<file path="src/sv/rrps_pkg.sv">
`timescale 1ns / 1ps
// shared types and constants for the round-robin process scheduler
// no dependencies

package rrps_pkg;

    localparam logic [1:0] FUNC_TICK   = 2'd0;
    localparam logic [1:0] FUNC_IO     = 2'd1;
    localparam logic [1:0] FUNC_EXIT   = 2'd2;
    localparam logic [1:0] FUNC_UNUSED = 2'd3;

    localparam logic [1:0] ST_READY   = 2'd0;
    localparam logic [1:0] ST_RUNNING = 2'd1;
    localparam logic [1:0] ST_SLEEP   = 2'd2;
    localparam logic [1:0] ST_DONE    = 2'd3;

    localparam logic KIND_WAKE = 1'b0;
    localparam logic KIND_STEP = 1'b1;

    // quantum after reset, and base quantum after reset
    localparam logic [5:0] QUANTUM_RST = 6'd3;

    typedef struct packed {
        logic       kind;
        logic [3:0] target_proc;
        logic       target_valid;
        logic [5:0] quantum_after;
        logic       ignored;
        logic       last;
    } word_t;

endpackage

</file>
<file path="src/sv/rrps_out_stage.sv">
`timescale 1ns / 1ps
// output register for result words, holds a word until it is taken
// depends on rrps_pkg

module rrps_out_stage
(
    input  logic           clk,
    input  logic           rst_n,
    input  logic           load,
    input  rrps_pkg::word_t word_in,
    input  logic           stall,
    output logic           valid,
    output rrps_pkg::word_t word_out,
    output logic           free
);

    logic            valid_reg;
    logic            valid_next;
    rrps_pkg::word_t word_reg;

    assign free = !valid_reg || !stall;

    always_comb
    begin
        valid_next = valid_reg;
        if (load)
        begin
            valid_next = 1'b1;
        end
        else if (!stall)
        begin
            valid_next = 1'b0;
        end
    end

    always_ff @(posedge clk or negedge rst_n)
    begin
        if (!rst_n)
        begin
            valid_reg <= 1'b0;
        end
        else
        begin
            valid_reg <= valid_next;
        end
    end

    always_ff @(posedge clk)
    begin
        if (load)
        begin
            word_reg <= word_in;
        end
    end

    assign valid    = valid_reg;
    assign word_out = word_reg;

endmodule

</file>
<file path="src/sv/round_robin_process_scheduler_core.sv">
`timescale 1ns / 1ps
// Round-robin scheduler over NUM_PROCS processes with an I/O sleep list.
// One word is taken at a time; item_stall stays high until its last result word
// has been loaded into the output register. A tick walks the sleep list and
// the wait memory one entry at a time, pops ring entries when no process runs,
// and walks the quantum memory when the run quantum runs out; an exit walks the
// sleep list. Each result word may further wait on result_stall.
// No clearing pass.
// depends on rrps_pkg, rrps_out_stage

module round_robin_process_scheduler_core
#(
    parameter int NUM_PROCS = 16
)
(
    input  logic       clk,
    input  logic       rst_n,
    input  logic       cfg_wr_en,
    input  logic [5:0] cfg_wr_data,
    input  logic       item_valid,
    output logic       item_stall,
    input  logic [1:0] func,
    input  logic [3:0] proc_index,
    input  logic [3:0] io_duration,
    output logic       result_valid,
    input  logic       result_stall,
    output logic       kind,
    output logic [3:0] target_proc,
    output logic       target_valid,
    output logic [5:0] quantum_after,
    output logic       ignored,
    output logic       last
);

    localparam int PW = $clog2(NUM_PROCS);
    localparam int CW = $clog2(NUM_PROCS + 1);
    localparam logic [PW-1:0] LAST_IDX = PW'(NUM_PROCS - 1);
    localparam logic [CW-1:0] FULL_CNT = CW'(NUM_PROCS);

    localparam logic [4:0] S_IDLE   = 5'd0;
    localparam logic [4:0] S_DEC    = 5'd1;
    localparam logic [4:0] S_SL_RD  = 5'd2;
    localparam logic [4:0] S_SL_EV  = 5'd3;
    localparam logic [4:0] S_WT_RD  = 5'd4;
    localparam logic [4:0] S_WT_EV  = 5'd5;
    localparam logic [4:0] S_RUNCHK = 5'd6;
    localparam logic [4:0] S_RP_RD  = 5'd7;
    localparam logic [4:0] S_RP_EV  = 5'd8;
    localparam logic [4:0] S_Q_RD   = 5'd9;
    localparam logic [4:0] S_Q_EV   = 5'd10;
    localparam logic [4:0] S_AZ_RD  = 5'd11;
    localparam logic [4:0] S_AZ_EV  = 5'd12;
    localparam logic [4:0] S_AZ_WR  = 5'd13;
    localparam logic [4:0] S_REQ    = 5'd14;
    localparam logic [4:0] S_EMIT   = 5'd15;
    localparam logic [4:0] S_EX_RD  = 5'd16;
    localparam logic [4:0] S_EX_EV  = 5'd17;

    // control registers
    logic [4:0]    state_reg, state_next;
    logic [5:0]    bq_reg;
    logic [1:0]    func_reg;
    logic [3:0]    pin_reg;
    logic [3:0]    dur_reg;
    logic [PW-1:0] i_reg, i_next;
    logic [CW-1:0] r_reg, r_next;
    logic [CW-1:0] w_reg, w_next;
    logic [CW-1:0] slc_reg, slc_next;
    logic [PW-1:0] head_reg, head_next;
    logic [PW-1:0] tail_reg, tail_next;
    logic [CW-1:0] rcnt_reg, rcnt_next;
    logic [PW-1:0] run_reg, run_next;
    logic          runv_reg, runv_next;
    logic [31:0]   tick_reg, tick_next;
    logic          pv_reg, pv_next;
    logic [5:0]    qa_reg, qa_next;
    logic          ign_reg, ign_next;
    logic          any_reg, any_next;

    // per-process flags
    logic [1:0]          st_reg [NUM_PROCS];
    logic [NUM_PROCS-1:0] inr_reg;
    logic [NUM_PROCS-1:0] qv_reg;
    logic [NUM_PROCS-1:0] wv_reg;
    logic [NUM_PROCS-1:0] rv_reg;

    // memories
    logic [PW-1:0] sl_proc_mem [NUM_PROCS];
    logic [31:0]   sl_wake_mem [NUM_PROCS];
    logic [5:0]    q_mem [NUM_PROCS];
    logic [31:0]   wt_mem [NUM_PROCS];
    logic [PW-1:0] ring_mem [NUM_PROCS];

    logic [PW-1:0] sl_proc_rd;
    logic [31:0]   sl_wake_rd;
    logic [5:0]    q_rd;
    logic [31:0]   wt_rd;
    logic [PW-1:0] rg_rd;

    // strobes
    logic          st_we;
    logic [PW-1:0] st_widx;
    logic [1:0]    st_wdata;
    logic [PW-1:0] st_idx;
    logic [1:0]    st_rd;
    logic          sl_we;
    logic [PW-1:0] sl_waddr;
    logic [PW-1:0] sl_wproc;
    logic [31:0]   sl_wwake;
    logic          q_we;
    logic [PW-1:0] q_waddr;
    logic [5:0]    q_wdata;
    logic [PW-1:0] q_raddr;
    logic          wt_we;
    logic          push_en;
    logic [PW-1:0] push_idx;
    logic          push_ok;
    logic          pop_clr;
    logic          out_load;
    logic          out_free;
    rrps_pkg::word_t out_word;
    rrps_pkg::word_t out_q;

    logic          pok;
    logic [PW-1:0] pidx;
    logic          due;
    logic [31:0]   diff;
    logic [5:0]    qn;
    logic [CW-1:0] r_inc;
    logic [CW-1:0] w_inc;
    logic [PW-1:0] head_inc;
    logic [PW-1:0] tail_inc;

    assign pok      = ({2'b00, pin_reg} < 6'(NUM_PROCS));
    assign pidx     = PW'(pin_reg);
    assign diff     = tick_reg - sl_wake_rd;
    assign due      = !diff[31];
    assign qn       = (q_rd != 6'd0) ? (q_rd - 6'd1) : 6'd0;
    assign r_inc    = r_reg + 1'b1;
    assign w_inc    = w_reg + 1'b1;
    assign head_inc = (head_reg == LAST_IDX) ? '0 : head_reg + 1'b1;
    assign tail_inc = (tail_reg == LAST_IDX) ? '0 : tail_reg + 1'b1;
    assign st_rd    = (32'(st_idx) < NUM_PROCS) ? st_reg[st_idx] : rrps_pkg::ST_READY;
    assign push_idx = (state_reg == S_SL_EV) ? sl_proc_rd : run_reg;
    assign push_ok  = !inr_reg[push_idx] && (rcnt_reg < FULL_CNT);
    assign q_raddr  = (state_reg == S_Q_RD) ? run_reg : i_reg;
    assign item_stall = (state_reg != S_IDLE);

    always_comb
    begin
        case (state_reg)
            S_DEC:   st_idx = pidx;
            S_SL_EV: st_idx = sl_proc_rd;
            S_WT_EV: st_idx = i_reg;
            S_RP_EV: st_idx = rg_rd;
            S_AZ_EV: st_idx = i_reg;
            S_AZ_WR: st_idx = i_reg;
            default: st_idx = run_reg;
        endcase
    end

    always_comb
    begin
        state_next = state_reg;
        i_next     = i_reg;
        r_next     = r_reg;
        w_next     = w_reg;
        slc_next   = slc_reg;
        head_next  = head_reg;
        tail_next  = tail_reg;
        rcnt_next  = rcnt_reg;
        run_next   = run_reg;
        runv_next  = runv_reg;
        tick_next  = tick_reg;
        pv_next    = pv_reg;
        qa_next    = qa_reg;
        ign_next   = ign_reg;
        any_next   = any_reg;
        st_we      = 1'b0;
        st_widx    = st_idx;
        st_wdata   = rrps_pkg::ST_READY;
        sl_we      = 1'b0;
        sl_waddr   = w_reg[PW-1:0];
        sl_wproc   = sl_proc_rd;
        sl_wwake   = sl_wake_rd;
        q_we       = 1'b0;
        q_waddr    = run_reg;
        q_wdata    = bq_reg;
        wt_we      = 1'b0;
        push_en    = 1'b0;
        pop_clr    = 1'b0;
        out_load   = 1'b0;
        out_word   = '{kind: rrps_pkg::KIND_STEP, target_proc: pv_reg ? 4'(run_reg) : 4'd0,
                       target_valid: pv_reg, quantum_after: qa_reg,
                       ignored: ign_reg, last: 1'b1};

        case (state_reg)
            S_IDLE:
            begin
                if (item_valid)
                begin
                    state_next = S_DEC;
                end
            end
            S_DEC:
            begin
                pv_next  = 1'b0;
                qa_next  = 6'd0;
                ign_next = 1'b1;
                r_next   = '0;
                w_next   = '0;
                state_next = S_EMIT;
                case (func_reg)
                    rrps_pkg::FUNC_TICK:
                    begin
                        ign_next  = 1'b0;
                        tick_next = tick_reg + 32'd1;
                        i_next    = '0;
                        state_next = (slc_reg == '0) ? S_WT_RD : S_SL_RD;
                    end
                    rrps_pkg::FUNC_IO:
                    begin
                        if (pok && st_rd != rrps_pkg::ST_SLEEP && st_rd != rrps_pkg::ST_DONE
                            && slc_reg < FULL_CNT)
                        begin
                            sl_we    = 1'b1;
                            sl_waddr = slc_reg[PW-1:0];
                            sl_wproc = pidx;
                            sl_wwake = tick_reg + 32'(dur_reg);
                            slc_next = slc_reg + 1'b1;
                            st_we    = 1'b1;
                            st_widx  = pidx;
                            st_wdata = rrps_pkg::ST_SLEEP;
                            if (runv_reg && run_reg == pidx)
                            begin
                                runv_next = 1'b0;
                            end
                            ign_next = 1'b0;
                        end
                    end
                    rrps_pkg::FUNC_EXIT:
                    begin
                        if (pok && st_rd != rrps_pkg::ST_DONE)
                        begin
                            st_we    = 1'b1;
                            st_widx  = pidx;
                            st_wdata = rrps_pkg::ST_DONE;
                            if (runv_reg && run_reg == pidx)
                            begin
                                runv_next = 1'b0;
                            end
                            ign_next = 1'b0;
                            state_next = (slc_reg == '0) ? S_EMIT : S_EX_RD;
                        end
                    end
                    default:
                    begin
                        ign_next = 1'b1;
                    end
                endcase
            end
            S_SL_RD:
            begin
                state_next = S_SL_EV;
            end
            S_SL_EV:
            begin
                if (!due || out_free)
                begin
                    if (due)
                    begin
                        q_we     = 1'b1;
                        q_waddr  = sl_proc_rd;
                        st_we    = 1'b1;
                        st_widx  = sl_proc_rd;
                        st_wdata = rrps_pkg::ST_READY;
                        push_en  = push_ok;
                        out_load = 1'b1;
                        out_word = '{kind: rrps_pkg::KIND_WAKE, target_proc: 4'(sl_proc_rd),
                                     target_valid: 1'b1, quantum_after: 6'd0,
                                     ignored: 1'b0, last: 1'b0};
                    end
                    else
                    begin
                        sl_we  = 1'b1;
                        w_next = w_inc;
                    end
                    r_next = r_inc;
                    if (r_inc == slc_reg)
                    begin
                        slc_next   = due ? w_reg : w_inc;
                        i_next     = '0;
                        state_next = S_WT_RD;
                    end
                    else
                    begin
                        state_next = S_SL_RD;
                    end
                end
            end
            S_WT_RD:
            begin
                state_next = S_WT_EV;
            end
            S_WT_EV:
            begin
                wt_we = (st_rd == rrps_pkg::ST_READY);
                if (i_reg == LAST_IDX)
                begin
                    state_next = S_RUNCHK;
                end
                else
                begin
                    i_next     = i_reg + 1'b1;
                    state_next = S_WT_RD;
                end
            end
            S_RUNCHK:
            begin
                if (runv_reg && st_rd != rrps_pkg::ST_DONE && st_rd != rrps_pkg::ST_SLEEP)
                begin
                    state_next = (st_rd == rrps_pkg::ST_RUNNING) ? S_Q_RD : S_EMIT;
                end
                else
                begin
                    runv_next  = 1'b0;
                    state_next = (rcnt_reg != '0) ? S_RP_RD : S_EMIT;
                end
            end
            S_RP_RD:
            begin
                state_next = S_RP_EV;
            end
            S_RP_EV:
            begin
                head_next = head_inc;
                rcnt_next = rcnt_reg - 1'b1;
                pop_clr   = 1'b1;
                if (st_rd == rrps_pkg::ST_READY)
                begin
                    run_next   = rg_rd;
                    runv_next  = 1'b1;
                    st_we      = 1'b1;
                    st_widx    = rg_rd;
                    st_wdata   = rrps_pkg::ST_RUNNING;
                    q_we       = 1'b1;
                    q_waddr    = rg_rd;
                    state_next = S_Q_RD;
                end
                else
                begin
                    state_next = (rcnt_reg != CW'(1)) ? S_RP_RD : S_EMIT;
                end
            end
            S_Q_RD:
            begin
                state_next = S_Q_EV;
            end
            S_Q_EV:
            begin
                q_we    = 1'b1;
                q_wdata = qn;
                pv_next = 1'b1;
                qa_next = qn;
                if (qn == 6'd0)
                begin
                    i_next     = '0;
                    any_next   = 1'b0;
                    state_next = S_AZ_RD;
                end
                else
                begin
                    state_next = S_EMIT;
                end
            end
            S_AZ_RD:
            begin
                state_next = S_AZ_EV;
            end
            S_AZ_EV:
            begin
                if (st_rd == rrps_pkg::ST_READY && q_rd != 6'd0)
                begin
                    any_next = 1'b1;
                end
                if (i_reg == LAST_IDX)
                begin
                    i_next     = '0;
                    state_next = (any_next) ? S_REQ : S_AZ_WR;
                end
                else
                begin
                    i_next     = i_reg + 1'b1;
                    state_next = S_AZ_RD;
                end
            end
            S_AZ_WR:
            begin
                // every ready quantum spent: refill them all
                q_we    = (st_rd == rrps_pkg::ST_READY);
                q_waddr = i_reg;
                if (i_reg == LAST_IDX)
                begin
                    state_next = S_REQ;
                end
                else
                begin
                    i_next = i_reg + 1'b1;
                end
            end
            S_REQ:
            begin
                st_we      = 1'b1;
                st_widx    = run_reg;
                st_wdata   = rrps_pkg::ST_READY;
                push_en    = push_ok;
                runv_next  = 1'b0;
                state_next = S_EMIT;
            end
            S_EMIT:
            begin
                if (out_free)
                begin
                    out_load   = 1'b1;
                    state_next = S_IDLE;
                end
            end
            S_EX_RD:
            begin
                state_next = S_EX_EV;
            end
            S_EX_EV:
            begin
                if (sl_proc_rd != pidx)
                begin
                    sl_we  = 1'b1;
                    w_next = w_inc;
                end
                r_next = r_inc;
                if (r_inc == slc_reg)
                begin
                    slc_next   = w_next;
                    state_next = S_EMIT;
                end
                else
                begin
                    state_next = S_EX_RD;
                end
            end
            default:
            begin
                state_next = S_IDLE;
            end
        endcase

        if (push_en)
        begin
            tail_next = tail_inc;
            rcnt_next = rcnt_reg + 1'b1;
        end
    end

    always_ff @(posedge clk or negedge rst_n)
    begin
        if (!rst_n)
        begin
            state_reg <= S_IDLE;
            bq_reg    <= rrps_pkg::QUANTUM_RST;
            i_reg     <= '0;
            r_reg     <= '0;
            w_reg     <= '0;
            slc_reg   <= '0;
            head_reg  <= '0;
            tail_reg  <= '0;
            rcnt_reg  <= FULL_CNT;
            run_reg   <= '0;
            runv_reg  <= 1'b0;
            tick_reg  <= '0;
            pv_reg    <= 1'b0;
            qa_reg    <= '0;
            ign_reg   <= 1'b0;
            any_reg   <= 1'b0;
            inr_reg   <= '1;
            qv_reg    <= '0;
            wv_reg    <= '0;
            rv_reg    <= '0;
            for (int k = 0; k < NUM_PROCS; k++)
            begin
                st_reg[k] <= rrps_pkg::ST_READY;
            end
        end
        else
        begin
            state_reg <= state_next;
            if (cfg_wr_en)
            begin
                bq_reg <= cfg_wr_data;
            end
            i_reg    <= i_next;
            r_reg    <= r_next;
            w_reg    <= w_next;
            slc_reg  <= slc_next;
            head_reg <= head_next;
            tail_reg <= tail_next;
            rcnt_reg <= rcnt_next;
            run_reg  <= run_next;
            runv_reg <= runv_next;
            tick_reg <= tick_next;
            pv_reg   <= pv_next;
            qa_reg   <= qa_next;
            ign_reg  <= ign_next;
            any_reg  <= any_next;
            if (st_we)
            begin
                st_reg[st_widx] <= st_wdata;
            end
            if (q_we)
            begin
                qv_reg[q_waddr] <= 1'b1;
            end
            if (wt_we)
            begin
                wv_reg[i_reg] <= 1'b1;
            end
            if (pop_clr)
            begin
                inr_reg[rg_rd] <= 1'b0;
            end
            if (push_en)
            begin
                inr_reg[push_idx] <= 1'b1;
                rv_reg[tail_reg]  <= 1'b1;
            end
        end
    end

    // captured item
    always_ff @(posedge clk)
    begin
        if (state_reg == S_IDLE && item_valid)
        begin
            func_reg <= func;
            pin_reg  <= proc_index;
            dur_reg  <= io_duration;
        end
    end

    // sleep list
    always_ff @(posedge clk)
    begin
        if (sl_we)
        begin
            sl_proc_mem[sl_waddr] <= sl_wproc;
            sl_wake_mem[sl_waddr] <= sl_wwake;
        end
        sl_proc_rd <= sl_proc_mem[r_reg[PW-1:0]];
        sl_wake_rd <= sl_wake_mem[r_reg[PW-1:0]];
    end

    // quantum table, unwritten entries read as the reset quantum
    always_ff @(posedge clk)
    begin
        if (q_we)
        begin
            q_mem[q_waddr] <= q_wdata;
        end
        q_rd <= qv_reg[q_raddr] ? q_mem[q_raddr] : rrps_pkg::QUANTUM_RST;
    end

    // accumulated ready wait
    always_ff @(posedge clk)
    begin
        if (wt_we)
        begin
            wt_mem[i_reg] <= wt_rd + 32'd1;
        end
        wt_rd <= wv_reg[i_reg] ? wt_mem[i_reg] : 32'd0;
    end

    // ready ring, unwritten entry i holds i
    always_ff @(posedge clk)
    begin
        if (push_en)
        begin
            ring_mem[tail_reg] <= push_idx;
        end
        rg_rd <= rv_reg[head_reg] ? ring_mem[head_reg] : head_reg;
    end

    rrps_out_stage u_out
    (
        .clk      (clk),
        .rst_n    (rst_n),
        .load     (out_load),
        .word_in  (out_word),
        .stall    (result_stall),
        .valid    (result_valid),
        .word_out (out_q),
        .free     (out_free)
    );

    assign kind          = out_q.kind;
    assign target_proc   = out_q.target_proc;
    assign target_valid  = out_q.target_valid;
    assign quantum_after = out_q.quantum_after;
    assign ignored       = out_q.ignored;
    assign last          = out_q.last;

    a_ring_cnt: assert property (@(posedge clk) disable iff (!rst_n)
        rcnt_reg <= FULL_CNT)
        else $error("ring count above capacity");

    a_sleep_cnt: assert property (@(posedge clk) disable iff (!rst_n)
        slc_reg <= FULL_CNT)
        else $error("sleep list above capacity");

    a_run_state: assert property (@(posedge clk) disable iff (!rst_n)
        (state_reg == S_IDLE && runv_reg) |-> st_reg[run_reg] == rrps_pkg::ST_RUNNING)
        else $error("running process not in running state");

    a_load_free: assert property (@(posedge clk) disable iff (!rst_n)
        out_load |-> out_free)
        else $error("result word loaded over a pending word");

endmodule

</file>
<file path="config.mk">
export PLATFORM = sky130hd
export DESIGN_NAME = round_robin_process_scheduler_core
export DESIGN_NICKNAME = d
export VERILOG_FILES = /design/src/sv/rrps_pkg.sv /design/src/sv/rrps_out_stage.sv /design/src/sv/round_robin_process_scheduler_core.sv
export SDC_FILE = /design/constraint.sdc
export NUM_CORES = 1
export LEC_CHECK = 0
export BUFFER_PORTS_ARGS = -buffer_cell sky130_fd_sc_hd__buf_2
export CELL_PAD_IN_SITES_DETAIL_PLACEMENT = 0
export CELL_PAD_IN_SITES_GLOBAL_PLACEMENT = 2
export CORE_MARGIN = 4
export CORE_UTILIZATION = 51
export DETAILED_ROUTE_END_ITERATION = 12
export HOLD_SLACK_MARGIN = 0.05
export PLACE_DENSITY_LB_ADDON = 0.1
export SLEW_MARGIN = 10
export SYNTH_ARGS = -nofsm -noshare
export SYNTH_HDL_FRONTEND = slang
export SYNTH_SLANG_ARGS = --single-unit
</file>
<file path="constraint.sdc">
create_clock -name clk -period 10.2 [get_ports clk]
set_clock_uncertainty 0.1 [all_clocks]
set_input_delay 1.02 -clock clk [delete_from_list [all_inputs] [get_ports clk]]
set_output_delay 1.02 -clock clk [all_outputs]
set_load 0.01 [all_outputs]
</file>
# [After elaboration in Yosys (flattened, before gate mapping)]
# Memory sizes are Yosys's and may differ from the RTL's. A register that Yosys moved wholly into a read port is not among the register bits.
# Index checks and enable logic that the tools add are counted.
[classes] addsub=12 magnitude_cmp=15 eq_ne=46 muxes=143 bitwise_logic=7 reduce_logical=43
[ops] cell="$mux W4" count=30
[ops] cell="$mux W32" count=3
[ops] cell="$mux W5" count=18
[ops] cell="$pmux W5 S18" count=1
[ops] cell="$or A16 B16 Y16" count=3
[ops] cell="$pmux W5 S3" count=3
[ops] cell="$eq A5 B4 Y1 const B" count=8
[ops] cell="$mux W1" count=39
[ops] cell="$add A32 B1 Y32 const B" count=1
[ops] cell="$add A32 B4 Y32" count=1
[ops] cell="$bwmux W32" count=1
[ops] cell="$mux W16" count=2
[ops] cell="$pmux W4 S4" count=2
[ops] cell="$sub A32 B32 Y32" count=1
[ops] cell="$lt A4 B5 Y1 const B" count=6
[ops] cell="$mux W13" count=2
[ops] cell="$ne A2 B2 Y1 const B" count=11
[ops] cell="$add A5 B1 Y5 const B" count=4
[ops] cell="$eq A5 B3 Y1 const B" count=4
[ops] cell="$pmux W4 S5" count=1
[ops] cell="$reduce_and A6 Y1" count=3
[ops] cell="$and A16 B16 Y16" count=1
[ops] cell="$demux W1 S4" count=4
[ops] cell="$ge A4 B1 Y1 const B" count=4
[ops] cell="other kinds (51)" count=113
[totals] ff_bits=198 mem_bits_rw=736 input_bits=21 output_inout_bits=16 word_cells=316 n_memories=4
[mem_list] name="sl_wake_mem" depth=16 word_bits=32 rd=1 rd_clocked_by_memory_dff=1 wr=1 line="round_robin_process_scheduler_core.sv:89" rtl="logic [31:0] sl_wake_mem [NUM_PROCS];"
[mem_list] name="q_mem" depth=16 word_bits=6 rd=1 rd_clocked_by_memory_dff=1 wr=1 line="round_robin_process_scheduler_core.sv:90" rtl="logic [5:0] q_mem [NUM_PROCS];"
[mem_list] name="ring_mem" depth=16 word_bits=4 rd=1 rd_clocked_by_memory_dff=0 wr=1 line="round_robin_process_scheduler_core.sv:92" rtl="logic [PW-1:0] ring_mem [NUM_PROCS];"
[mem_list] name="sl_proc_mem" depth=16 word_bits=4 rd=1 rd_clocked_by_memory_dff=1 wr=1 line="round_robin_process_scheduler_core.sv:88" rtl="logic [PW-1:0] sl_proc_mem [NUM_PROCS];"

# [Depth between registers and ports, before layout]
# Gate-level depths: netlist of run 1.
[logic_depth] ltp_word=19 ltp_mapped=17 ltp_nobuf=13

# [Cells and area by module]
# Synthesis of run 1 repeated with hierarchy kept, for this count alone.
[hier_totals] hier_cells=2649 area_unflattened_um2=41503.6
[modules_own_cells] module="round_robin_process_scheduler_core" n_inst=1 cells_per_inst=2632 area_per_inst_um2=41046.9 seq_area_each_um2=27575.2
[modules_own_cells] module="rrps_out_stage" n_inst=1 cells_per_inst=17 area_per_inst_um2=456.7 seq_area_each_um2=445.4

# [Worst setup path after synthesis of run 1]
# Ideal clock, no wire load.
[synth_timing] path_kind="reg-to-reg" from="register state_reg[4]" to="memory sl_proc_mem[11][0] in the netlist's numbering, enable pin" setup_time_ns=0.429 arrival_time_ns=4.958 t_required_ns=9.671 path_slack_ns=4.713 path_stages_with_launch=15 path_buffers=3 period_less_slack_ns=5.487 cell_sequence="dfrtp_1 buf_2 or3b_4 nor3_4 a21oi_2 nand3_4 mux2_2 o2bb2ai_1 or4b_1 buf_4 or3_1 clkbuf_1 nor3b_1 a31oi_1 nor2_1"
[synth_via] elab_chain_cells=15 word_cells_on_any_way=25 classes_between="9 x eq/ne; 12 x mux; 1 x bitwise; 3 x reduce/logical"
[synth_rtl] item="from (decl)" line="round_robin_process_scheduler_core.sv:60" rtl="logic [4:0] state_reg, state_next;"
[synth_rtl] item="from (signal assigned)" line="round_robin_process_scheduler_core.sv:494" rtl="state_reg <= state_next;"
[synth_rtl] item="$eq A5 B4 Y1 / $eq A5 B3 Y1 (equally long branches)" line="round_robin_process_scheduler_core.sv:151" rtl="case (state_reg)"
[synth_rtl] item="$reduce_or A3 Y1 (no line)"
[synth_rtl] item="$pmux W4 S4" line="round_robin_process_scheduler_core.sv:151"
[synth_rtl] item="$not A4 Y5 (not written as such)" line="round_robin_process_scheduler_core.sv:143" rtl="assign st_rd = (32'(st_idx) < NUM_PROCS) ? st_reg[st_idx] : rrps_pkg::ST_READY;"
[synth_rtl] item="$bmux W2 S4" line="round_robin_process_scheduler_core.sv:143"
[synth_rtl] item="$mux W2 (not written as such) (2 in a row)" line="round_robin_process_scheduler_core.sv:143"
[synth_rtl] item="$ne A2 B2 Y1" line="round_robin_process_scheduler_core.sv:223" rtl="if (pok && st_rd != rrps_pkg::ST_SLEEP && st_rd != rrps_pkg::ST_DONE"
[synth_rtl] item="$logic_and A1 B1 Y1" line="round_robin_process_scheduler_core.sv:223"
[synth_rtl] item="$logic_and A1 B1 Y1" line="round_robin_process_scheduler_core.sv:224" rtl="&& slc_reg < FULL_CNT)"
[synth_rtl] item="$mux W1" line="round_robin_process_scheduler_core.sv:223"
[synth_rtl] item="$mux W1" line="round_robin_process_scheduler_core.sv:213" rtl="case (func_reg)"
[synth_rtl] item="$pmux W1 S3" line="round_robin_process_scheduler_core.sv:197" rtl="case (state_reg)"
[synth_rtl] item="$mux W1" line="round_robin_process_scheduler_core.sv:551" rtl="if (sl_we)"
[synth_rtl] item="$mux W1 (not written as such)" line="round_robin_process_scheduler_core.sv:553" rtl="sl_proc_mem[sl_waddr] <= sl_wproc;"
[synth_rtl] item="to (decl)" line="round_robin_process_scheduler_core.sv:88"
# Parallel ways exist; a longest one is shown, timed or not. The select of a mux whose other input is x is not followed.

# [Worst setup path in the final report of run 1]
[layout_timing] from="register state_reg[3]" to="memory sl_wake_mem[2][28], enable pin"
[layout_via] elab_chain_cells=15 word_cells_on_any_way=25 classes_between="9 x eq/ne; 12 x mux; 1 x bitwise; 3 x reduce/logical"
[layout_rtl] item="$eq A5 B4 Y1 / $eq A5 B3 Y1 (equally long branches)" line="round_robin_process_scheduler_core.sv:151"
[layout_rtl] item="$reduce_or A3 Y1 (no line)"
[layout_rtl] item="$pmux W4 S4" line="round_robin_process_scheduler_core.sv:151"
[layout_rtl] item="$not A4 Y5 (not written as such)" line="round_robin_process_scheduler_core.sv:143"
[layout_rtl] item="$bmux W2 S4" line="round_robin_process_scheduler_core.sv:143"
[layout_rtl] item="$mux W2 (not written as such) (2 in a row)" line="round_robin_process_scheduler_core.sv:143"
[layout_rtl] item="$ne A2 B2 Y1" line="round_robin_process_scheduler_core.sv:223"
[layout_rtl] item="$logic_and A1 B1 Y1" line="round_robin_process_scheduler_core.sv:223"
[layout_rtl] item="$logic_and A1 B1 Y1" line="round_robin_process_scheduler_core.sv:224"
[layout_rtl] item="$mux W1" line="round_robin_process_scheduler_core.sv:223"
[layout_rtl] item="$mux W1" line="round_robin_process_scheduler_core.sv:213"
[layout_rtl] item="$pmux W1 S3" line="round_robin_process_scheduler_core.sv:197"
[layout_rtl] item="$mux W1" line="round_robin_process_scheduler_core.sv:551"
[layout_rtl] item="$mux W1 (not written as such)" line="round_robin_process_scheduler_core.sv:554" rtl="sl_wake_mem[sl_waddr] <= sl_wwake;"
[layout_rtl] item="to (decl)" line="round_robin_process_scheduler_core.sv:89"
# Parallel ways exist; a longest one is shown, timed or not. The select of a mux whose other input is x is not followed.

==> results.md, run 1 <==
- Top FF cell, synth: edfxtp_1
- Slew Limit Fails: 0
- NetSw: 3.831 mW
- Post-DP HPWL: 64.81 mm
- Slew @ Worst Pin: 1238 ps
- CTS Buf Count: 98
- Post-Syn Area per Cell: 15.86 um2
- Antenna violations before repair: 5
- Hold Violations, Final: 0
- Vias/cell: 6.076
- Most frequent cells in the layout: edfxtp_1 (759), nand2_1 (271), mux4_2 (206)
- Commonest non-fill, non-tap cell in the layout: edfxtp_1
- Peak VDD IR: 0.0001709 V
- Grt total ovfl: 0
- Footprint of the multi-input gates: 12560 um2
- Yosys warns: 0
- Switching share of power: 31.59%
- RSZ-0062 raised after global routing: false
- Register bit count reported by yosys: 975
- Gpl congestion: 0.8855
- Port bufs: 36
- Post-cts gate resize count: 0
- Status: complete, no violations
- Number of max-cap violations: 0
- Critical path class: register to register
- Routed Wire Length: 100.8 mm
- Crit path largest cell delay: 760 ps
- Register area: 28000 um2
- Post-route DRC: 0
- Leakage power: 16.36 nW
- Clock power frac: 30.4%
- DRT iter0 DRCs: 2196
- Critical Path Sink Type: register
- Reg with most FFs: sl_wake_mem
- Skew-Pair Late Insertion Delay: 680 ps
- Slowest cell on crit path: or4b_1
- Total power: 12.13 mW
- Post-synth cell types: 87
- Gr usage total: 23.78%
- Fillers: 6164
- Netlist Area Pre-Place: 41310 um2
- Vias: 23260
- Setup WS post-layout: 3766 ps
- CTS tree: yes
- Post-place setup slack: 3800 ps
- Share of post-route cells with drive strength above 1: 21.97%
- Vias in the first global route: 24000
- Most used cell, CP: buf_4
- Internal: 8.297 mW
- Sequential Power Share: 44.0%
- Fin cells: 3828
- Nets: 2759
- EDFF count, synth: 759
- Number of post-CTS setup repair buffers: 0
- Largest net degree at the start of global routing: 107
- # diodes: 0
- First-pass GRT wire length: 154.0 mm
- Share of flip-flops with an asynchronous set or reset: 17.44%
- Initial Util: 51.37%
- Placeable Area: 80420 um2
- Die Footprint: 85610 um2
- Detailed Routing Iterations Pass 1: 5
- Seq/Total Area, Yosys: 67.76%
- Startpoint Class: register
- Critical Path Fanout Max: 57
- Syn-to-layout area delta: 12.23%
- Htree depth: 3
- Worst EP arrival: 6640 ps
- Crit path time final: 6434 ps
- Final setup vio count: 0
- Placed cells: 3643
- Hold buffers post-CTS: 0
- Req. time, crit path: 10410 ps
- Largest regs: sl_wake_mem: 512 flops, q_mem: 96 flops
- Mapped Cells: 2604
- # IOs: 37
- Max reg flops: 512
- Post-route ant nets: 0
- Sink Count: 975
- Hold WC Path Type: input port to async pin
- Period utilisation layout: 63.08%
- Die width: 292.6 um
- Wirelength per Cell: 26.34 um
- Combinational Power Share: 25.6%
- Power Density: 261.6 nW/um2
- Synth Net Count: 2680
- Reg2Reg Setup Slack: 3770 ps
- Clock transition at the registers of the reported paths: 60 ps
- Die Y: 292.6 um
- Slew headroom: 17.50%
- Maximum clock frequency: 0.1554 GHz
- Setup TNS: 0 ps
- Clk root buf: clkbuf_16
- CP cell instances: or3b_4 > nor3_4 > a21oi_2 > nand3_4 > mux2_2 > o2bb2ai_1 > or4b_1 > nor3_2 > buf_4 > a32oi_1 > nor2_4 > buf_4
- Row count: 104
- Max Buffers Root-to-Sink: 3
layout make-up:
| type | count | area share (%) |
|---|---|---|
| flip-flops and latches | 975 | 60.40 |
| inverters | 86 | 0.6963 |
| multi-input cells | 1412 | 27.08 |
| clock inverters | 48 | 1.379 |
| well taps | 1060 | 2.861 |
| repair buffers | 110 | 1.627 |
| clock buffers | 137 | 5.953 |
layer usage:
| metal | track usage, % | wire (um) | vias up |
|---|---|---|---|
| li1 | - | - | 10240 |
| met1 | 36.23 | 45980 | 12160 |
| met2 | 36.63 | 46920 | 709 |
| met3 | 3.450 | 5387 | 152 |
| met4 | 6.212 | 2524 | 0 |
| met5 | 0 | 0 | - |
worst paths after layout:
path / startpoint / to / depth (start not counted)
max: state_reg[3]$_DFFE_PN0P_ / sl_wake_mem[2][28]$_DFFE_PP_ / 12
min: rst_n / tick_reg[0]$_DFFE_PN0P_ / 1
max reg2reg: state_reg[3]$_DFFE_PN0P_ / sl_wake_mem[2][28]$_DFFE_PP_ / 12
min reg2reg: qv_reg[14]$_DFFE_PN0P_ / qv_reg[14]$_DFFE_PN0P_ / 2
max in group asynchronous: rst_n / rv_reg[2]$_DFFE_PN0P_ / 2
min in group clk: qv_reg[14]$_DFFE_PN0P_ / qv_reg[14]$_DFFE_PN0P_ / 2
stage by stage:
step | area (um2) | util (%) | hold slack (ps)
after floorplan | 41310 | - | 316.0
after global placement | 42960 | 53.42 | 343.2
after detailed placement | 42960 | 53.42 | 345.1
after CTS | 46360 | 57.65 | 193.2
after global routing | 46360 | 57.65 | 222.3
final | 46360 | 57.65 | 215.0
kinds of logic after synthesis:
family / count (synthesis) / share of synthesized area [%]
flops: 975 / 67.76
mux: 288 / 13.38
xor+xnor: 86 / 1.823
simple gates: 638 / 7.433
buf+inv: 217 / 2.205
compound gates: 345 / 5.716
fa+ha+maj: 55 / 1.684
synth_stat cells, types with 8 or more instances:
cell type	number	area share, %
edfxtp_1	759	55
nand2_1	271	2.5
mux4_2	206	11
dfrtp_1	151	9.1
o21ai_0	113	1.4
nor2_1	110	1.0
clkbuf_1	90	0.82
inv_1	86	0.78
nand3_1	56	0.68
ha_1	54	1.6
xnor2_1	49	1.0
dfxtp_1	46	2.2
mux2_2	45	1.2
xor2_1	37	0.78
a21oi_1	35	0.42
mux2i_1	32	0.78
nor3_1	30	0.36
a21o_1	25	0.45
and3_1	24	0.36
a311oi_1	23	0.49
a31oi_1	20	0.30
or2_2	20	0.30
dfstp_2	19	1.2
buf_1	18	0.16
nand2b_1	18	0.27
nor2b_1	18	0.27
nor4_1	18	0.27
o2111ai_1	18	0.38
nand4_1	17	0.26
o41ai_1	14	0.30
a211oi_1	13	0.24
and2_1	9	0.14
nor3b_1	9	0.16
o22ai_1	9	0.14
o31ai_1	9	0.16
buf_2	8	0.097
buf_6	8	0.22
critical path, delay by kind of cell, from the launching register on:
kind / cells / cell delay (ps)
AND/OR/NAND/NOR: 6 / 3210
flip-flops: 1 / 690
buffers and inverters: 2 / 890
multiplexers: 1 / 380
AO/OA/AOI/OAI: 3 / 770
power groups by stage:
| stage | Clock (mW) | Combinational (mW) | Sequential, mW |
|---|---|---|---|
| after floorplan | 0 | 2.21 | 5.18 |
| after global routing | 3.95 | 3.38 | 5.37 |
| after detailed placement | 0 | 3.11 | 5.41 |
| final | 3.69 | 3.11 | 5.33 |
| after global placement | 0 | 3.07 | 5.40 |
| after CTS | 3.78 | 3.13 | 5.33 |
Note: power is estimated with default switching activity, not from simulation.
==> run 2: changes to the inputs <==
--- a/config.mk
+++ b/config.mk
@@ -9,7 +9,7 @@
 export CELL_PAD_IN_SITES_DETAIL_PLACEMENT = 0
 export CELL_PAD_IN_SITES_GLOBAL_PLACEMENT = 2
 export CORE_MARGIN = 4
-export CORE_UTILIZATION = 51
+export CORE_UTILIZATION = 43
 export DETAILED_ROUTE_END_ITERATION = 12
 export HOLD_SLACK_MARGIN = 0.05
 export PLACE_DENSITY_LB_ADDON = 0.1
==> constraint.sdc (replaced) <==
create_clock -name clk -period 5.8 [get_ports clk]
set_clock_uncertainty 0.1 [all_clocks]
set_input_delay 0.58 -clock clk [delete_from_list [all_inputs] [get_ports clk]]
set_output_delay 0.58 -clock clk [all_outputs]
set_load 0.01 [all_outputs]
==> run 2 against run 1 <==
Cell area grew 1.8%. First-iteration DRC count grew 0.55%. Total power grew 78%. Maximum frequency grew 20%. Clock power grew 76%. Highest routed layer unchanged.
==> results.md, run 2 (synthesis gave the netlist of run 1 again) <==
- Status: complete, no violations
- Reg2Reg Setup Slack: 420 ps (-3340 ps)
- Slew Limit Fails: 0 (unchanged)
- Critical path class: register to register
- Skew-Pair Late Insertion Delay: 690 ps (about the same)
- Placeable Area: 95150 um2 (+18%)
- CTS tree: yes
- Reg with most FFs: sl_wake_mem
- Die width: 317.9 um (+8.7%)
- CP Buf/Inv Count: 2 (unchanged)
- Detailed Routing Iterations Pass 1: 7 (+2)
- CP cell instances: inv_1 > a32oi_1 > nand2_1 > nand3_4 > mux2_2 > a2bb2oi_1 > or4b_1 > buf_4 > o21ai_2 > a21oi_1 > or2_1 > nor4_1
- R2R Path End: q_mem[5][5]$_DFFE_PP_
- Vias in the first global route: 24120 (+0.47%)
- Post-cts gate resize count: 0 (unchanged)
- Share of post-route cells with drive strength above 1: 22.74% (+0.78 points)
- Slowest cell on crit path: nor4_1
- Max reg flops: 512 (unchanged)
- Largest regs: sl_wake_mem: 512 flops, q_mem: 96 flops
- Setup TNS: 0 ps (unchanged)
- Grt total ovfl: 0 (unchanged)
- Number of max-cap violations: 0 (unchanged)
- Row count: 113 (+8.7%)
- Power Density: 456.5 nW/um2 (+75%)
- Nets: 2822 (+2.3%)
- Gpl congestion: 0.8626 (-2.6%)
- Antenna violations before repair: 1 (-4)
- WHS Endpoint: bq_reg[1]$_DFFE_PN1P_
- Crit path largest cell delay: 1010 ps (+250 ps)
- Die Footprint: 101100 um2 (+18%)
- CTS Buf Count: 102 (+4.1%)
- Post-DP HPWL: 69.35 mm (+7.0%)
- Sink Count: 975 (unchanged)
- CP delay by family, top: simple AND/OR/NAND/NOR gates
- Wirelength per Cell: 25.60 um (-2.8%)
- Cell depth of the worst hold path: 2
- Port bufs: 36 (unchanged)
- Vias: 23230 (-0.14%)
- Slew @ Worst Pin: 1216 ps (-21.08 ps)
- Critical Path Fanout Max: 17 (-70%)
- Req. time, crit path: 6000 ps (-4410 ps)
- Routed Wire Length: 105.0 mm (+4.1%)
- Worst EP arrival: 5580 ps (-1060 ps)
- Worst r2r src: state_reg[4]$_DFFE_PN0P_
- Clk root buf: clkbuf_16
- Startpoint Class: register
- # diodes: 0 (unchanged)
- Period utilisation layout: 92.72% (+30 points)
- Critical Path Sink Type: register
- Final setup vio count: 0 (unchanged)
- Maximum clock frequency: 0.1860 GHz (+20%)
- First-pass GRT wire length: 159.3 mm (+3.4%)
- Most frequent cells in the layout: edfxtp_1 (759), nand2_1 (271), mux4_2 (206)
- Max Buffers Root-to-Sink: 3 (unchanged)
- Syn-to-layout area delta: 14.27%
- RSZ-0062 raised after global routing: false
- Crit path time final: 5378 ps (-1057 ps)
- Leakage power: 16.67 nW (+1.9%)
- Post-route ant nets: 0 (unchanged)
- Total power: 21.55 mW (+78%)
- Commonest non-fill, non-tap cell in the layout: edfxtp_1
- Peak VDD IR: 0.0002885 V (+69%)
- Hold Violations, Final: 0 (unchanged)
- Vias/cell: 5.663 (-6.8%)
- Htree depth: 3 (unchanged)
- Hold WC Path Type: input port to register
- Largest net degree at the start of global routing: 147 (+37%)
- Post-route DRC: 0 (unchanged)
- Slew headroom: 18.90% (+1.4 points)
- Gr usage total: 20.80% (-3.0 points)
- Initial Util: 43.41% (-8.0 points)
- Die Y: 317.9 um (+8.7%)
- # IOs: 37 (unchanged)
- R2r worst-path depth: 12 (unchanged)
- Hold_sp: cfg_wr_en
- DRT iter0 DRCs: 2208 (+0.55%)
- Clock transition at the registers of the reported paths: 60 ps (about the same)
==> run 2: worst max path at each step <==
stage | start | endpoint | slack, ps | cells past startpoint
floorplan | state_reg[4]$_DFFE_PN0P_ | sl_proc_mem[11][0]$_DFFE_PP_ | 310 | 14
finish | state_reg[4]$_DFFE_PN0P_ | q_mem[5][5]$_DFFE_PP_ | 420 | 12
detailed placement | state_reg[2]$_DFFE_PN0P_ | q_mem[5][0]$_DFFE_PP_ | 470 | 12
CTS | state_reg[4]$_DFFE_PN0P_ | q_mem[5][0]$_DFFE_PP_ | 430 | 12
global route | state_reg[4]$_DFFE_PN0P_ | q_mem[13][4]$_DFFE_PP_ | 70 | 12
global placement | state_reg[1]$_DFFE_PN0P_ | sl_wake_mem[2][17]$_DFFE_PP_ | 500 | 15
==> run 2: per-layer routing <==
layer  up-vias  GRT usage, %  part of all wire, %
li1      10390             -                    -
met1     12100         29.96                   45
met2       599         33.79                   48
met3       138         2.760                  4.6
met4         0         5.305                  2.2
met5         -             0                    0
==> run 2: report_power, final <==
| group | leakage [nW] | internal, mW | switching (mW) |
|---|---|---|---|
| Clock | 1.63 | 3.76 | 2.72 |
| Combinational | 5.66 | 2.18 | 3.58 |
| Sequential | 9.38 | 8.74 | 0.580 |
==> run 2: stage by stage <==
step | hold slack, ps | util [%] | instances | instance area [um2] | setup WS [ps]
2_1_floorplan | 184.4 | - | 2604 | 41310 | 312.9
3_3_place_gp | 337.9 | 45.89 | 3890 | 43660 | 499.3
3_5_place_dp | 336.9 | 45.89 | 3890 | 43660 | 468.9
4_1_cts | 89.87 | 49.59 | 4101 | 47190 | 431.5
5_1_grt | 140.4 | 49.61 | 4101 | 47200 | 72.38
6_report | 149.5 | 49.61 | 4101 | 47200 | 422.4
==> run 2: repair_timing <==
action,in CTS,in global routing
hold buffers,17,0
hold endpoints to repair,80,0
buffers inserted,0,0
==> run 2: worst reg2reg max path, stage by stage (launching register included) <==
cell       delay, ps
dfrtp_1          610
inv_1            180
a32oi_1          490
nand2_1          170
nand3_4          300
mux2_2           400
a2bb2oi_1        170
or4b_1           510
buf_4            220
o21ai_2          260
a21oi_1          140
or2_1            430
nor4_1          1020
==> run 2: final cells by class <==
class,count,area [um2]
inverter,86,322.8
fill,7941,47950
sequential,975,28000
clock buffer,157,2913
clock inverter,37,444.2
timing repair buffer,169,1368
multi-input combinational,1412,12570
tap,1265,1583
